[src/hdl/assert_macros.svh]
// Assertion helpers shared by the RTL.
`ifndef ASSERT_MACROS_SVH
`define ASSERT_MACROS_SVH

// Generic clocked check with active-low reset masking.
`define PRC_ASSERT(label, clk, rst_n, prop, msg) \
    label: assert property (@(posedge clk) disable iff (!rst_n) prop) \
        else $error(msg);

// Shorthand on the block clock and reset.
`define PRC_CHECK(label, prop, msg) `PRC_ASSERT(label, i_clk, i_rst_n, prop, msg)

`endif

[src/hdl/prc_pkg.sv]
`default_nettype none

package prc_pkg;

    localparam int MAX_COLUMNS_DEF  = 16;
    localparam int SCORE_BITS_DEF   = 32;
    localparam int COUNT_BITS_DEF   = 40;

    localparam int CFG_BITS         = 5;
    localparam int ROW_LENGTH_RESET = 2;
    localparam int MIN_ROW_LENGTH   = 2;

    // Q16 ratio: 16 fraction bits, one integer bit so that 1.0 is representable
    localparam int FRAC_BITS = 16;
    localparam int Q_BITS    = 17;
    localparam logic [Q_BITS-1:0] Q_ONE = Q_BITS'(1) << FRAC_BITS;

    typedef struct packed {
        logic col_accept;   // take the column on the input channel
        logic div_start;    // counters are final, start the ratio
        logic load_out;     // move ratio and counts to the output register
    } t_cmd;

    typedef struct packed {
        logic div_busy;
        logic out_busy;
    } t_stat;

endpackage

`default_nettype wire

[src/hdl/prc_in_if.sv]
`default_nettype none

interface prc_in_if #(
    parameter int SCORE_BITS = prc_pkg::SCORE_BITS_DEF
);
    logic                         valid;
    logic                         ready;
    logic signed [SCORE_BITS-1:0] score_a;
    logic signed [SCORE_BITS-1:0] score_b;
    logic                         end_of_set;

    modport source (output valid, output score_a, output score_b, output end_of_set,
                    input ready);
    modport sink   (input valid, input score_a, input score_b, input end_of_set,
                    output ready);
endinterface

`default_nettype wire

[src/hdl/prc_out_if.sv]
`default_nettype none

interface prc_out_if #(
    parameter int COUNT_BITS = prc_pkg::COUNT_BITS_DEF
);
    logic                        valid;
    logic                        ready;
    logic [prc_pkg::Q_BITS-1:0]  concordance_q16;
    logic [COUNT_BITS-1:0]       concordant_pairs;
    logic [COUNT_BITS-1:0]       total_pairs;

    modport source (output valid, output concordance_q16, output concordant_pairs,
                    output total_pairs, input ready);
    modport sink   (input valid, input concordance_q16, input concordant_pairs,
                    input total_pairs, output ready);
endinterface

`default_nettype wire

[src/hdl/prc_div.sv]
`default_nettype none
`include "assert_macros.svh"

// Restoring divider, one quotient bit per cycle: floor(num*2^16/den), max 1.0.
module prc_div #(
    parameter int COUNT_BITS = prc_pkg::COUNT_BITS_DEF
) (
    input  logic                       i_clk,
    input  logic                       i_rst_n,
    input  logic                       i_start,
    input  logic [COUNT_BITS-1:0]      i_num,
    input  logic [COUNT_BITS-1:0]      i_den,
    output logic                       o_busy,
    output logic [prc_pkg::Q_BITS-1:0] o_quot
);
    import prc_pkg::*;

    localparam int REM_BITS = COUNT_BITS + 1;
    localparam int CNT_BITS = $clog2(FRAC_BITS + 1);

    logic                  r_busy;
    logic [CNT_BITS-1:0]   r_cnt;
    logic [REM_BITS-1:0]   r_rem;
    logic [COUNT_BITS-1:0] r_den;
    logic [Q_BITS-1:0]     r_quot;

    logic [REM_BITS-1:0] w_shift;
    logic [REM_BITS-1:0] w_den_ext;
    logic                w_ge;
    logic                w_trivial;

    // rem < den always holds, so the doubled remainder fits REM_BITS
    assign w_shift   = {r_rem[REM_BITS-2:0], 1'b0};
    assign w_den_ext = {1'b0, r_den};
    assign w_ge      = (w_shift >= w_den_ext);
    // no pairs, or all pairs agree: no iteration needed
    assign w_trivial = (i_den == '0) || (i_num >= i_den);

    always_ff @(posedge i_clk) begin
        if (!i_rst_n) begin
            r_busy <= 1'b0;
            r_cnt  <= '0;
        end else if (i_start) begin
            r_busy <= !w_trivial;
            r_cnt  <= CNT_BITS'(FRAC_BITS);
        end else if (r_busy) begin
            r_cnt <= r_cnt - CNT_BITS'(1);
            if (r_cnt == CNT_BITS'(1)) begin
                r_busy <= 1'b0;
            end
        end
    end

    always_ff @(posedge i_clk) begin
        if (i_start) begin
            r_den  <= i_den;
            r_rem  <= {1'b0, i_num};
            r_quot <= (i_den != '0 && i_num >= i_den) ? Q_ONE : '0;
        end else if (r_busy) begin
            r_rem  <= w_ge ? (w_shift - w_den_ext) : w_shift;
            r_quot <= {r_quot[Q_BITS-2:0], w_ge};
        end
    end

    assign o_busy = r_busy;
    assign o_quot = r_quot;

    `PRC_CHECK(a_div_rem_below_den, r_busy |-> (r_rem < w_den_ext), "divider remainder not below divisor")

endmodule

`default_nettype wire

[src/hdl/prc_dp.sv]
`default_nettype none
`include "assert_macros.svh"

module prc_dp #(
    parameter int MAX_COLUMNS = prc_pkg::MAX_COLUMNS_DEF,
    parameter int SCORE_BITS  = prc_pkg::SCORE_BITS_DEF,
    parameter int COUNT_BITS  = prc_pkg::COUNT_BITS_DEF
) (
    input  logic                         i_clk,
    input  logic                         i_rst_n,
    input  prc_pkg::t_cmd                i_cmd,
    output prc_pkg::t_stat               o_stat,
    input  logic                         i_cfg_we,
    input  logic [prc_pkg::CFG_BITS-1:0] i_cfg_wdata,
    input  logic signed [SCORE_BITS-1:0] i_score_a,
    input  logic signed [SCORE_BITS-1:0] i_score_b,
    input  logic                         i_end_of_set,
    output logic                         o_out_valid,
    input  logic                         i_out_ready,
    output logic [prc_pkg::Q_BITS-1:0]   o_concordance_q16,
    output logic [COUNT_BITS-1:0]        o_concordant_pairs,
    output logic [COUNT_BITS-1:0]        o_total_pairs
);
    import prc_pkg::*;

    localparam int POS_BITS = $clog2(MAX_COLUMNS);
    localparam int LEN_BITS = $clog2(MAX_COLUMNS + 1);
    localparam int CMP_BITS = (LEN_BITS > CFG_BITS) ? LEN_BITS : CFG_BITS;

    // configuration and row storage
    logic [CFG_BITS-1:0]          r_row_length;
    logic signed [SCORE_BITS-1:0] r_a [MAX_COLUMNS];
    logic signed [SCORE_BITS-1:0] r_b [MAX_COLUMNS];
    logic [POS_BITS-1:0]          r_pos;

    // compare stage -> accumulate stage
    logic                   r_pend;
    logic [MAX_COLUMNS-1:0] r_mask;
    logic [POS_BITS-1:0]    r_npairs;

    logic [COUNT_BITS-1:0]  r_agree;
    logic [COUNT_BITS-1:0]  r_pairs;
    logic [COUNT_BITS-1:0]  n_agree;
    logic [COUNT_BITS-1:0]  n_pairs;

    logic                   r_out_valid;
    logic [Q_BITS-1:0]      r_out_q;
    logic [COUNT_BITS-1:0]  r_out_agree;
    logic [COUNT_BITS-1:0]  r_out_pairs;

    logic [CMP_BITS-1:0]    w_rl;
    logic [LEN_BITS-1:0]    w_len;
    logic [POS_BITS-1:0]    w_pos;
    logic [LEN_BITS-1:0]    w_pos_inc;
    logic [POS_BITS-1:0]    w_pos_next;
    logic [MAX_COLUMNS-1:0] w_mask;
    logic [LEN_BITS-1:0]    w_cnt;
    logic [COUNT_BITS:0]    w_sum_agree;
    logic [COUNT_BITS:0]    w_sum_pairs;
    logic                   w_div_busy;
    logic [Q_BITS-1:0]      w_quot;

    // effective row length, clamped to [2, MAX_COLUMNS]
    assign w_rl = CMP_BITS'(r_row_length);
    always_comb begin
        priority if (w_rl < CMP_BITS'(MIN_ROW_LENGTH)) begin
            w_len = LEN_BITS'(MIN_ROW_LENGTH);
        end else if (w_rl > CMP_BITS'(MAX_COLUMNS)) begin
            w_len = LEN_BITS'(MAX_COLUMNS);
        end else begin
            w_len = LEN_BITS'(w_rl);
        end
    end

    // a shortened row length restarts the row
    assign w_pos      = (LEN_BITS'(r_pos) >= w_len) ? '0 : r_pos;
    assign w_pos_inc  = LEN_BITS'(w_pos) + LEN_BITS'(1);
    assign w_pos_next = (i_end_of_set || (w_pos_inc >= w_len)) ? '0 : POS_BITS'(w_pos_inc);

    // one comparator pair per stored column
    always_comb begin
        for (int i = 0; i < MAX_COLUMNS; i++) begin
            w_mask[i] = (POS_BITS'(i) < w_pos) &&
                        ((r_a[i] < i_score_a) == (r_b[i] < i_score_b));
        end
    end

    always_comb begin
        w_cnt = '0;
        for (int i = 0; i < MAX_COLUMNS; i++) begin
            w_cnt = w_cnt + LEN_BITS'(r_mask[i]);
        end
    end

    assign w_sum_agree = {1'b0, r_agree} + (COUNT_BITS + 1)'(w_cnt);
    assign w_sum_pairs = {1'b0, r_pairs} + (COUNT_BITS + 1)'(r_npairs);
    assign n_agree = w_sum_agree[COUNT_BITS] ? '1 : w_sum_agree[COUNT_BITS-1:0];
    assign n_pairs = w_sum_pairs[COUNT_BITS] ? '1 : w_sum_pairs[COUNT_BITS-1:0];

    prc_div #(
        .COUNT_BITS (COUNT_BITS)
    ) u_div (
        .i_clk   (i_clk),
        .i_rst_n (i_rst_n),
        .i_start (i_cmd.div_start),
        .i_num   (r_agree),
        .i_den   (r_pairs),
        .o_busy  (w_div_busy),
        .o_quot  (w_quot)
    );

    always_ff @(posedge i_clk) begin
        if (!i_rst_n) begin
            r_row_length <= CFG_BITS'(ROW_LENGTH_RESET);
            r_pos        <= '0;
            r_pend       <= 1'b0;
            r_agree      <= '0;
            r_pairs      <= '0;
            r_out_valid  <= 1'b0;
        end else begin
            if (i_cfg_we) begin
                r_row_length <= i_cfg_wdata;
            end
            if (i_cmd.col_accept) begin
                r_pos <= w_pos_next;
            end
            r_pend <= i_cmd.col_accept;
            if (r_pend) begin
                r_agree <= n_agree;
                r_pairs <= n_pairs;
            end else if (i_cmd.load_out) begin
                r_agree <= '0;
                r_pairs <= '0;
            end
            if (i_cmd.load_out) begin
                r_out_valid <= 1'b1;
            end else if (r_out_valid && i_out_ready) begin
                r_out_valid <= 1'b0;
            end
        end
    end

    always_ff @(posedge i_clk) begin
        if (i_cmd.col_accept) begin
            r_a[w_pos] <= i_score_a;
            r_b[w_pos] <= i_score_b;
            r_mask     <= w_mask;
            r_npairs   <= w_pos;
        end
        if (i_cmd.load_out) begin
            r_out_q     <= w_quot;
            r_out_agree <= r_agree;
            r_out_pairs <= r_pairs;
        end
    end

    assign o_stat = '{div_busy: w_div_busy, out_busy: r_out_valid};

    assign o_out_valid        = r_out_valid;
    assign o_concordance_q16  = r_out_q;
    assign o_concordant_pairs = r_out_agree;
    assign o_total_pairs      = r_out_pairs;

    `PRC_CHECK(a_dp_agree_le_pairs, r_agree <= r_pairs, "concordant count above pair count")
    `PRC_CHECK(a_dp_load_after_flush, i_cmd.load_out |-> !r_pend, "result loaded with column pending")

endmodule

`default_nettype wire

[src/hdl/prc_ctrl.sv]
`default_nettype none
`include "assert_macros.svh"

module prc_ctrl (
    input  logic           i_clk,
    input  logic           i_rst_n,
    input  logic           i_in_valid,
    input  logic           i_end_of_set,
    output logic           o_in_ready,
    input  prc_pkg::t_stat i_stat,
    output prc_pkg::t_cmd  o_cmd
);
    import prc_pkg::*;

    typedef enum logic [4:0] {
        S_IDLE  = 5'b00001,
        S_FLUSH = 5'b00010,
        S_START = 5'b00100,
        S_DIV   = 5'b01000,
        S_LOAD  = 5'b10000
    } t_state;

    t_state r_state;
    t_state n_state;

    always_comb begin
        n_state    = r_state;
        o_cmd      = '0;
        o_in_ready = 1'b0;
        unique case (r_state)
            S_IDLE: begin
                o_in_ready       = 1'b1;
                o_cmd.col_accept = i_in_valid;
                if (i_in_valid && i_end_of_set) begin
                    n_state = S_FLUSH;
                end
            end
            // last column's counts land in the counters
            S_FLUSH: begin
                n_state = S_START;
            end
            S_START: begin
                o_cmd.div_start = 1'b1;
                n_state         = S_DIV;
            end
            S_DIV: begin
                if (!i_stat.div_busy) begin
                    n_state = S_LOAD;
                end
            end
            S_LOAD: begin
                if (!i_stat.out_busy) begin
                    o_cmd.load_out = 1'b1;
                    n_state        = S_IDLE;
                end
            end
            default: begin
                n_state = S_IDLE;
            end
        endcase
    end

    always_ff @(posedge i_clk) begin
        if (!i_rst_n) begin
            r_state <= S_IDLE;
        end else begin
            r_state <= n_state;
        end
    end

    `PRC_CHECK(a_ctrl_hold_after_eos, (i_in_valid && o_in_ready && i_end_of_set) |=> !o_in_ready, "input taken while set result pending")

endmodule

`default_nettype wire

[src/hdl/pairwise_rank_concordance_top.sv]
// Rank concordance of two score streams; one column item per cycle while a row streams in.
// After an end-of-set item the controller steps through FLUSH, START, DIV and LOAD before the result is valid;
//   DIV waits on the one-bit-per-cycle ratio divider, which skips iterating when no pairs or all agree.
// Throughput: 1 item/cycle for ordinary columns; after an end-of-set item input stalls until
//   the result is in the output register.
// Reset: synchronous active-low; counters, row position and row_length (=2) reset, stored scores don't.
`default_nettype none

module pairwise_rank_concordance_top #(
    parameter int MAX_COLUMNS = prc_pkg::MAX_COLUMNS_DEF,
    parameter int SCORE_BITS  = prc_pkg::SCORE_BITS_DEF,
    parameter int COUNT_BITS  = prc_pkg::COUNT_BITS_DEF
) (
    input  logic                         i_clk,
    input  logic                         i_rst_n,
    input  logic                         i_cfg_we,
    input  logic [prc_pkg::CFG_BITS-1:0] i_cfg_wdata,
    prc_in_if.sink                       i_in,
    prc_out_if.source                    o_out
);
    import prc_pkg::*;

    t_cmd  w_cmd;
    t_stat w_stat;
    logic  w_in_ready;

    // Controller: accepts columns in IDLE, then sequences flush, divide and
    // result load once an end-of-set item has been taken.
    prc_ctrl u_ctrl (
        .i_clk        (i_clk),
        .i_rst_n      (i_rst_n),
        .i_in_valid   (i_in.valid),
        .i_end_of_set (i_in.end_of_set),
        .o_in_ready   (w_in_ready),
        .i_stat       (w_stat),
        .o_cmd        (w_cmd)
    );

    // Datapath: row store with parallel comparators, a registered agree mask,
    // saturating counters that add the mask in the following cycle, divider and output register.
    prc_dp #(
        .MAX_COLUMNS (MAX_COLUMNS),
        .SCORE_BITS  (SCORE_BITS),
        .COUNT_BITS  (COUNT_BITS)
    ) u_dp (
        .i_clk              (i_clk),
        .i_rst_n            (i_rst_n),
        .i_cmd              (w_cmd),
        .o_stat             (w_stat),
        .i_cfg_we           (i_cfg_we),
        .i_cfg_wdata        (i_cfg_wdata),
        .i_score_a          (i_in.score_a),
        .i_score_b          (i_in.score_b),
        .i_end_of_set       (i_in.end_of_set),
        .o_out_valid        (o_out.valid),
        .i_out_ready        (o_out.ready),
        .o_concordance_q16  (o_out.concordance_q16),
        .o_concordant_pairs (o_out.concordant_pairs),
        .o_total_pairs      (o_out.total_pairs)
    );

    assign i_in.ready = w_in_ready;

endmodule

`default_nettype wire
[src/flat_wrapper.sv]
// flat-port wrapper written by rule: the top's interface ports become plain ports
module pairwise_rank_concordance_top_flat import prc_pkg::*;
#(
    parameter int MAX_COLUMNS = prc_pkg::MAX_COLUMNS_DEF,
    parameter int SCORE_BITS  = prc_pkg::SCORE_BITS_DEF,
    parameter int COUNT_BITS  = prc_pkg::COUNT_BITS_DEF
)
  (i_clk, i_rst_n, i_cfg_we, i_cfg_wdata, i_in_valid, i_in_score_a, i_in_score_b, i_in_end_of_set, i_in_ready, o_out_valid, o_out_concordance_q16, o_out_concordant_pairs, o_out_total_pairs, o_out_ready);
  prc_in_if #(.SCORE_BITS(SCORE_BITS)) i_in_i ();
  prc_out_if #(.COUNT_BITS(COUNT_BITS)) o_out_i ();
  input  logic i_clk;
  input  logic i_rst_n;
  input  logic i_cfg_we;
  input  logic [prc_pkg::CFG_BITS-1:0] i_cfg_wdata;
  input wire logic [$bits(i_in_i.valid)-1:0] i_in_valid;
  input wire logic [$bits(i_in_i.score_a)-1:0] i_in_score_a;
  input wire logic [$bits(i_in_i.score_b)-1:0] i_in_score_b;
  input wire logic [$bits(i_in_i.end_of_set)-1:0] i_in_end_of_set;
  output wire logic [$bits(i_in_i.ready)-1:0] i_in_ready;
  output wire logic [$bits(o_out_i.valid)-1:0] o_out_valid;
  output wire logic [$bits(o_out_i.concordance_q16)-1:0] o_out_concordance_q16;
  output wire logic [$bits(o_out_i.concordant_pairs)-1:0] o_out_concordant_pairs;
  output wire logic [$bits(o_out_i.total_pairs)-1:0] o_out_total_pairs;
  input wire logic [$bits(o_out_i.ready)-1:0] o_out_ready;
  assign i_in_i.valid = i_in_valid;
  assign i_in_i.score_a = i_in_score_a;
  assign i_in_i.score_b = i_in_score_b;
  assign i_in_i.end_of_set = i_in_end_of_set;
  assign i_in_ready = i_in_i.ready;
  assign o_out_valid = o_out_i.valid;
  assign o_out_concordance_q16 = o_out_i.concordance_q16;
  assign o_out_concordant_pairs = o_out_i.concordant_pairs;
  assign o_out_total_pairs = o_out_i.total_pairs;
  assign o_out_i.ready = o_out_ready;
  pairwise_rank_concordance_top #(.MAX_COLUMNS(MAX_COLUMNS), .SCORE_BITS(SCORE_BITS), .COUNT_BITS(COUNT_BITS)) u_core (.i_clk(i_clk), .i_rst_n(i_rst_n), .i_cfg_we(i_cfg_we), .i_cfg_wdata(i_cfg_wdata), .i_in(i_in_i), .o_out(o_out_i));
endmodule
[config.mk]
export PLATFORM = sky130hd
export DESIGN_NAME = pairwise_rank_concordance_top_flat
export DESIGN_NICKNAME = d
export VERILOG_FILES = /design/src/hdl/prc_pkg.sv /design/src/hdl/prc_in_if.sv /design/src/hdl/prc_out_if.sv /design/src/hdl/prc_div.sv /design/src/hdl/prc_dp.sv /design/src/hdl/prc_ctrl.sv /design/src/hdl/pairwise_rank_concordance_top.sv /design/src/flat_wrapper.sv
export VERILOG_INCLUDE_DIRS = /design/src /design/src/hdl
export SDC_FILE = /design/constraint.sdc
export NUM_CORES = 2
export LEC_CHECK = 0
export BUFFER_PORTS_ARGS = -buffer_cell sky130_fd_sc_hd__buf_2
export CORE_MARGIN = 1.5
export CORE_UTILIZATION = 55
export DETAILED_ROUTE_END_ITERATION = 12
export PLACE_DENSITY_LB_ADDON = 0.3
export SLEW_MARGIN = 5
export SYNTH_ARGS = -nofsm -noshare
export SYNTH_HDL_FRONTEND = slang
export SYNTH_HIERARCHICAL = 1
export SYNTH_SLANG_ARGS = --single-unit
[constraint.sdc]
create_clock -name i_clk -period 9.99 [get_ports i_clk]
set_input_delay 1.4985 -clock i_clk [delete_from_list [all_inputs] [get_ports i_clk]]
set_output_delay 1.4985 -clock i_clk [all_outputs]
set_load 0.01 [all_outputs]
==> flow_summary.toml <==
[run_status]
status = "finished clean"

[layout]
final_area_sq_um = 74000
drive_gt1_share_pct = 9.08
multi_input_area_sq_um = 28200
nets = 6516
n_fill_cell = 9137
syn2layout_area_growth_pct = 11.0
seq_area_sq_um = 37300
fin_cells = 7122
final_util_pct = 61.6

[pwr]
p_per_area_nw_per_um2 = 162
p_clk_share_pct = 42.6
seqPwrFrac_pct = 49.3
netSwitchingFraction_pct = 23.1
vdd_drop_max_mv = 0.184
internal-power_mw = 9.20
p_sw_mw = 2.76
leakagePower_nw = 28.3
total_power_mw = 12.0
pwr-share-comb_pct = 8.1

[global_routing]
grt_max_degree = 80
grt_pass1_vias = 44300
overflow = 0
grt_pass1_wl_microns = 256000
grtUsageTotal_pct = 27.4
antenna_found_initial = 4

[placed_design]
post-place-ws_ns = 4.49
placedCellCount = 6859
placed_area_sq_um = 69500
portBuffers = 173
gp_congestion = 0.941
dp_hpwl_microns = 113000

[setup_path]
cp_max_fo = 18
required_ns = 10.65
crit_buf_inv = 3
arrival_ns = 6.17
endpoint_kind = "flip-flop"
criticalPathCategory = "reg -> reg"
max_stage_delay_ns = 0.92
cp-start-kind = "flip-flop"
path_cells = "fa_1 > inv_1 > fa_1 > fa_1 > fa_1 > inv_1 > ha_1 > inv_1 > fa_1 > nor2b_1 > o21a_1 > o21ai_0 > a21o_1 > or4_1 > a21oi_2 > nor2_1 > a311oi_1"
cp_common_cell = "fa_1"
cp_top_family = "adder cells"
critical-path-slowest-cell = "or4_1"

[job]
max-cap-violations = 0

[routing]
num_vias = 44500
drc = 0
wire_per_inst_microns = 23.8
ant_nets = 0
drt-total-wl_microns = 169000
drt_iter0_markers = 3859
avgViaCountPerCell = 6.25
dr.pass1.iters = 6

[synth]
yosysWarnings = 6
synthCells = 5130
synth_fp_nets = 6255
syn-cell-area_sq_um = 66700
synth_edf_count = 1173
synth_cell_type_count = 91
avgSynthCellArea_sq_um = 13.0
synth_seq_cells = 1275
synth-async-reset-ratio_pct = 0
synth-seq-area-share_pct = 55.9
synthFlopType = "edfxtp_1"

[hold_path]
hp-class = "reg -> reg"

[sta]
timing.fmax_mhz = 181
timing.final.crit_share_pct = 55.2
relSlewSlack_pct = 14.3
rsz0062_at_grt = "no"
hold_violations = 0
setup_viol = 0
fin_crit_ns = 5.51
worstMarginPinSlew_ns = 1.25
drv_slew = 0
whs_ns = 0.423
skew_ns = 0.0376
setup_slack_ns = 4.48
fin_tns_setup_ns = 0

[clock_tree]
post_cts_resized = 0
numCtsBuffers = 142
numClockSinks = 1275
cts_buffer_depth = 3
post-cts-setup-buffers = 0
hold_buffers = 0
cts_tree = "done"
htreeDepth = 4
clkSlewWorstSetupHoldPaths_ns = 0.06
worstSkewPairLatency_ns = 0.77
cts-root-buf = "clkbuf_16"

[floorplan]
boundaryPins = 174
core-area_sq_um = 120000
die_area_sq_um = 123000
start_util_pct = 55.5
die_w_microns = 351
die_h_microns = 351
fp-row-count = 127
[cell type report]
class	count	share of cell area, %
Timing Repair Buffer	204	1.48
Clock inverter	69	0.793
Sequential cell	1275	50.4
Antenna cell	3	0.0101
Clock buffer	191	5.32
Multi-Input combinational cell	3531	38.1
Inverter	237	1.20
Tap cell	1612	2.73
[final timing paths]
path	start	to	slack, ns	cells past startpoint
setup reg to reg	u_core/u_dp/r_mask[0]	u_core/u_dp/r_agree[24]	4.48	17
hold reg to reg	u_core/u_dp/u_div/o_quot[16]	u_core/u_dp/o_concordance_q16[16]	0.42	0
hold / removal	u_core/u_dp/u_div/o_quot[16]	u_core/u_dp/o_concordance_q16[16]	0.42	0
setup / recovery	u_core/u_dp/r_mask[0]	u_core/u_dp/r_agree[24]	4.48	17
[cell usage in the layout, fill, tap and decap left out, drive strengths merged, types with 14 or more instances in the layout]
cell | netlist | layout
xor2 | 21 | 21
nand2b | 41 | 41
a41oi | 19 | 19
and4 | 25 | 25
a21oi | 355 | 355
a211o | 16 | 16
nand3 | 62 | 62
a21o | 159 | 159
o21a | 40 | 40
buf | 33 | 204
nor2b | 89 | 89
nand2 | 243 | 243
inv | 237 | 241
mux2 | 27 | 27
a2111oi | 35 | 35
a211oi | 72 | 72
o21ai | 277 | 277
nor4 | 38 | 38
clkinv | 0 | 49
nor3b | 20 | 20
o31ai | 14 | 14
xnor2 | 34 | 34
nand4 | 161 | 161
and3 | 41 | 41
edfxtp | 1173 | 1173
and2 | 32 | 32
nor3 | 81 | 81
o211ai | 41 | 41
clkbuf | 54 | 191
nor2 | 256 | 256
ha | 1037 | 1037
mux2i | 24 | 24
a31oi | 60 | 60
dfxtp | 102 | 102
[worst reg2reg max path, cell delays in order, from the launching register on]
cell,delay (ns)
edfxtp_1,0.40
fa_1,0.55
inv_1,0.06
fa_1,0.48
fa_1,0.55
fa_1,0.42
inv_1,0.07
ha_1,0.15
inv_1,0.06
fa_1,0.40
nor2b_1,0.13
o21a_1,0.17
o21ai_0,0.14
a21o_1,0.35
or4_1,0.92
a21oi_2,0.24
nor2_1,0.07
a311oi_1,0.26
[synthesized netlist by cell type (10+ instances only)]
cell type	n	share of area [%]
mux2i_1	24	0.36
and3_1	41	0.38
xor2_1	21	0.28
a311oi_1	11	0.14
nor2_1	245	1.4
a41oi_1	19	0.25
nand2b_1	41	0.38
nand2_1	241	1.4
nor2_2	10	0.094
xnor2_1	34	0.45
nor3b_1	20	0.23
a21o_1	159	1.8
or4_1	12	0.14
o21a_1	40	0.45
dfxtp_1	102	3.1
nor4_1	35	0.33
a2111oi_0	34	0.45
o21bai_1	11	0.12
a221o_1	12	0.18
edfxtp_1	1173	53
a211o_1	16	0.21
nand3_1	59	0.44
fa_1	13	0.39
o21ai_0	272	2.0
mux2_2	27	0.46
and2_1	29	0.27
nand4_1	161	1.5
or2_2	11	0.10
inv_1	237	1.3
clkbuf_1	54	0.30
nor3_1	79	0.59
a221oi_1	12	0.16
and4_1	23	0.30
o211ai_1	41	0.46
a21oi_1	353	2.6
a31oi_1	60	0.56
buf_2	18	0.14
ha_1	1037	19
nor2b_1	89	0.83
o31ai_1	12	0.14
a22oi_1	11	0.12
a211oi_1	72	0.81
o22ai_1	11	0.10
[kinds of logic (layout without fill, tap and decap cells)]
group | after synthesis | in the layout | synth area share (%)
other cells | 0 | 3 | 0
mux | 51 | 51 | 0.816
xor+xnor | 55 | 55 | 0.722
buf+inv | 324 | 701 | 1.96
fa+ha+maj | 1050 | 1050 | 19.8
compound gates | 1234 | 1234 | 11.9
simple gates | 1141 | 1141 | 8.93
flops | 1275 | 1275 | 55.9
[power by group through the flow]
stage	combinational (mW)	sequential (mW)	clock, mW
5_1_grt	1.08	5.89	5.38
3_5_place_dp	0.954	6.01	0
3_3_place_gp	0.915	6.00	0
6_report	0.969	5.89	5.10
4_1_cts	0.964	5.89	5.18
2_1_floorplan	0.591	5.99	0
[per-layer routing]
metal	share of wire [%]	vias to the layer above	track usage (%)
li1	-	20600	-
met5	0.0053	-	0
met2	48	1573	46.1
met3	6.8	361	4.27
met1	41	21900	35.3
met4	4.2	2	11.8
[sequential cells by signal, indices dropped and copies added (netlist names), 15 cells and up]
signal and cells:
u_core/u_dp/o_concordance_q16 17, u_core/u_dp/o_total_pairs 40, u_core/u_dp/r_b 480, u_core/u_dp/u_div/r_rem 40, u_core/u_dp/r_agree 40, u_core/u_dp/r_pairs 40, u_core/u_dp/o_concordant_pairs 40, u_core/u_dp/u_div/o_quot 17
u_core/u_dp/r_a 480, u_core/u_dp/u_div/r_den 40, u_core/u_dp/r_mask 15
Power figures use the tool's default switching activity.
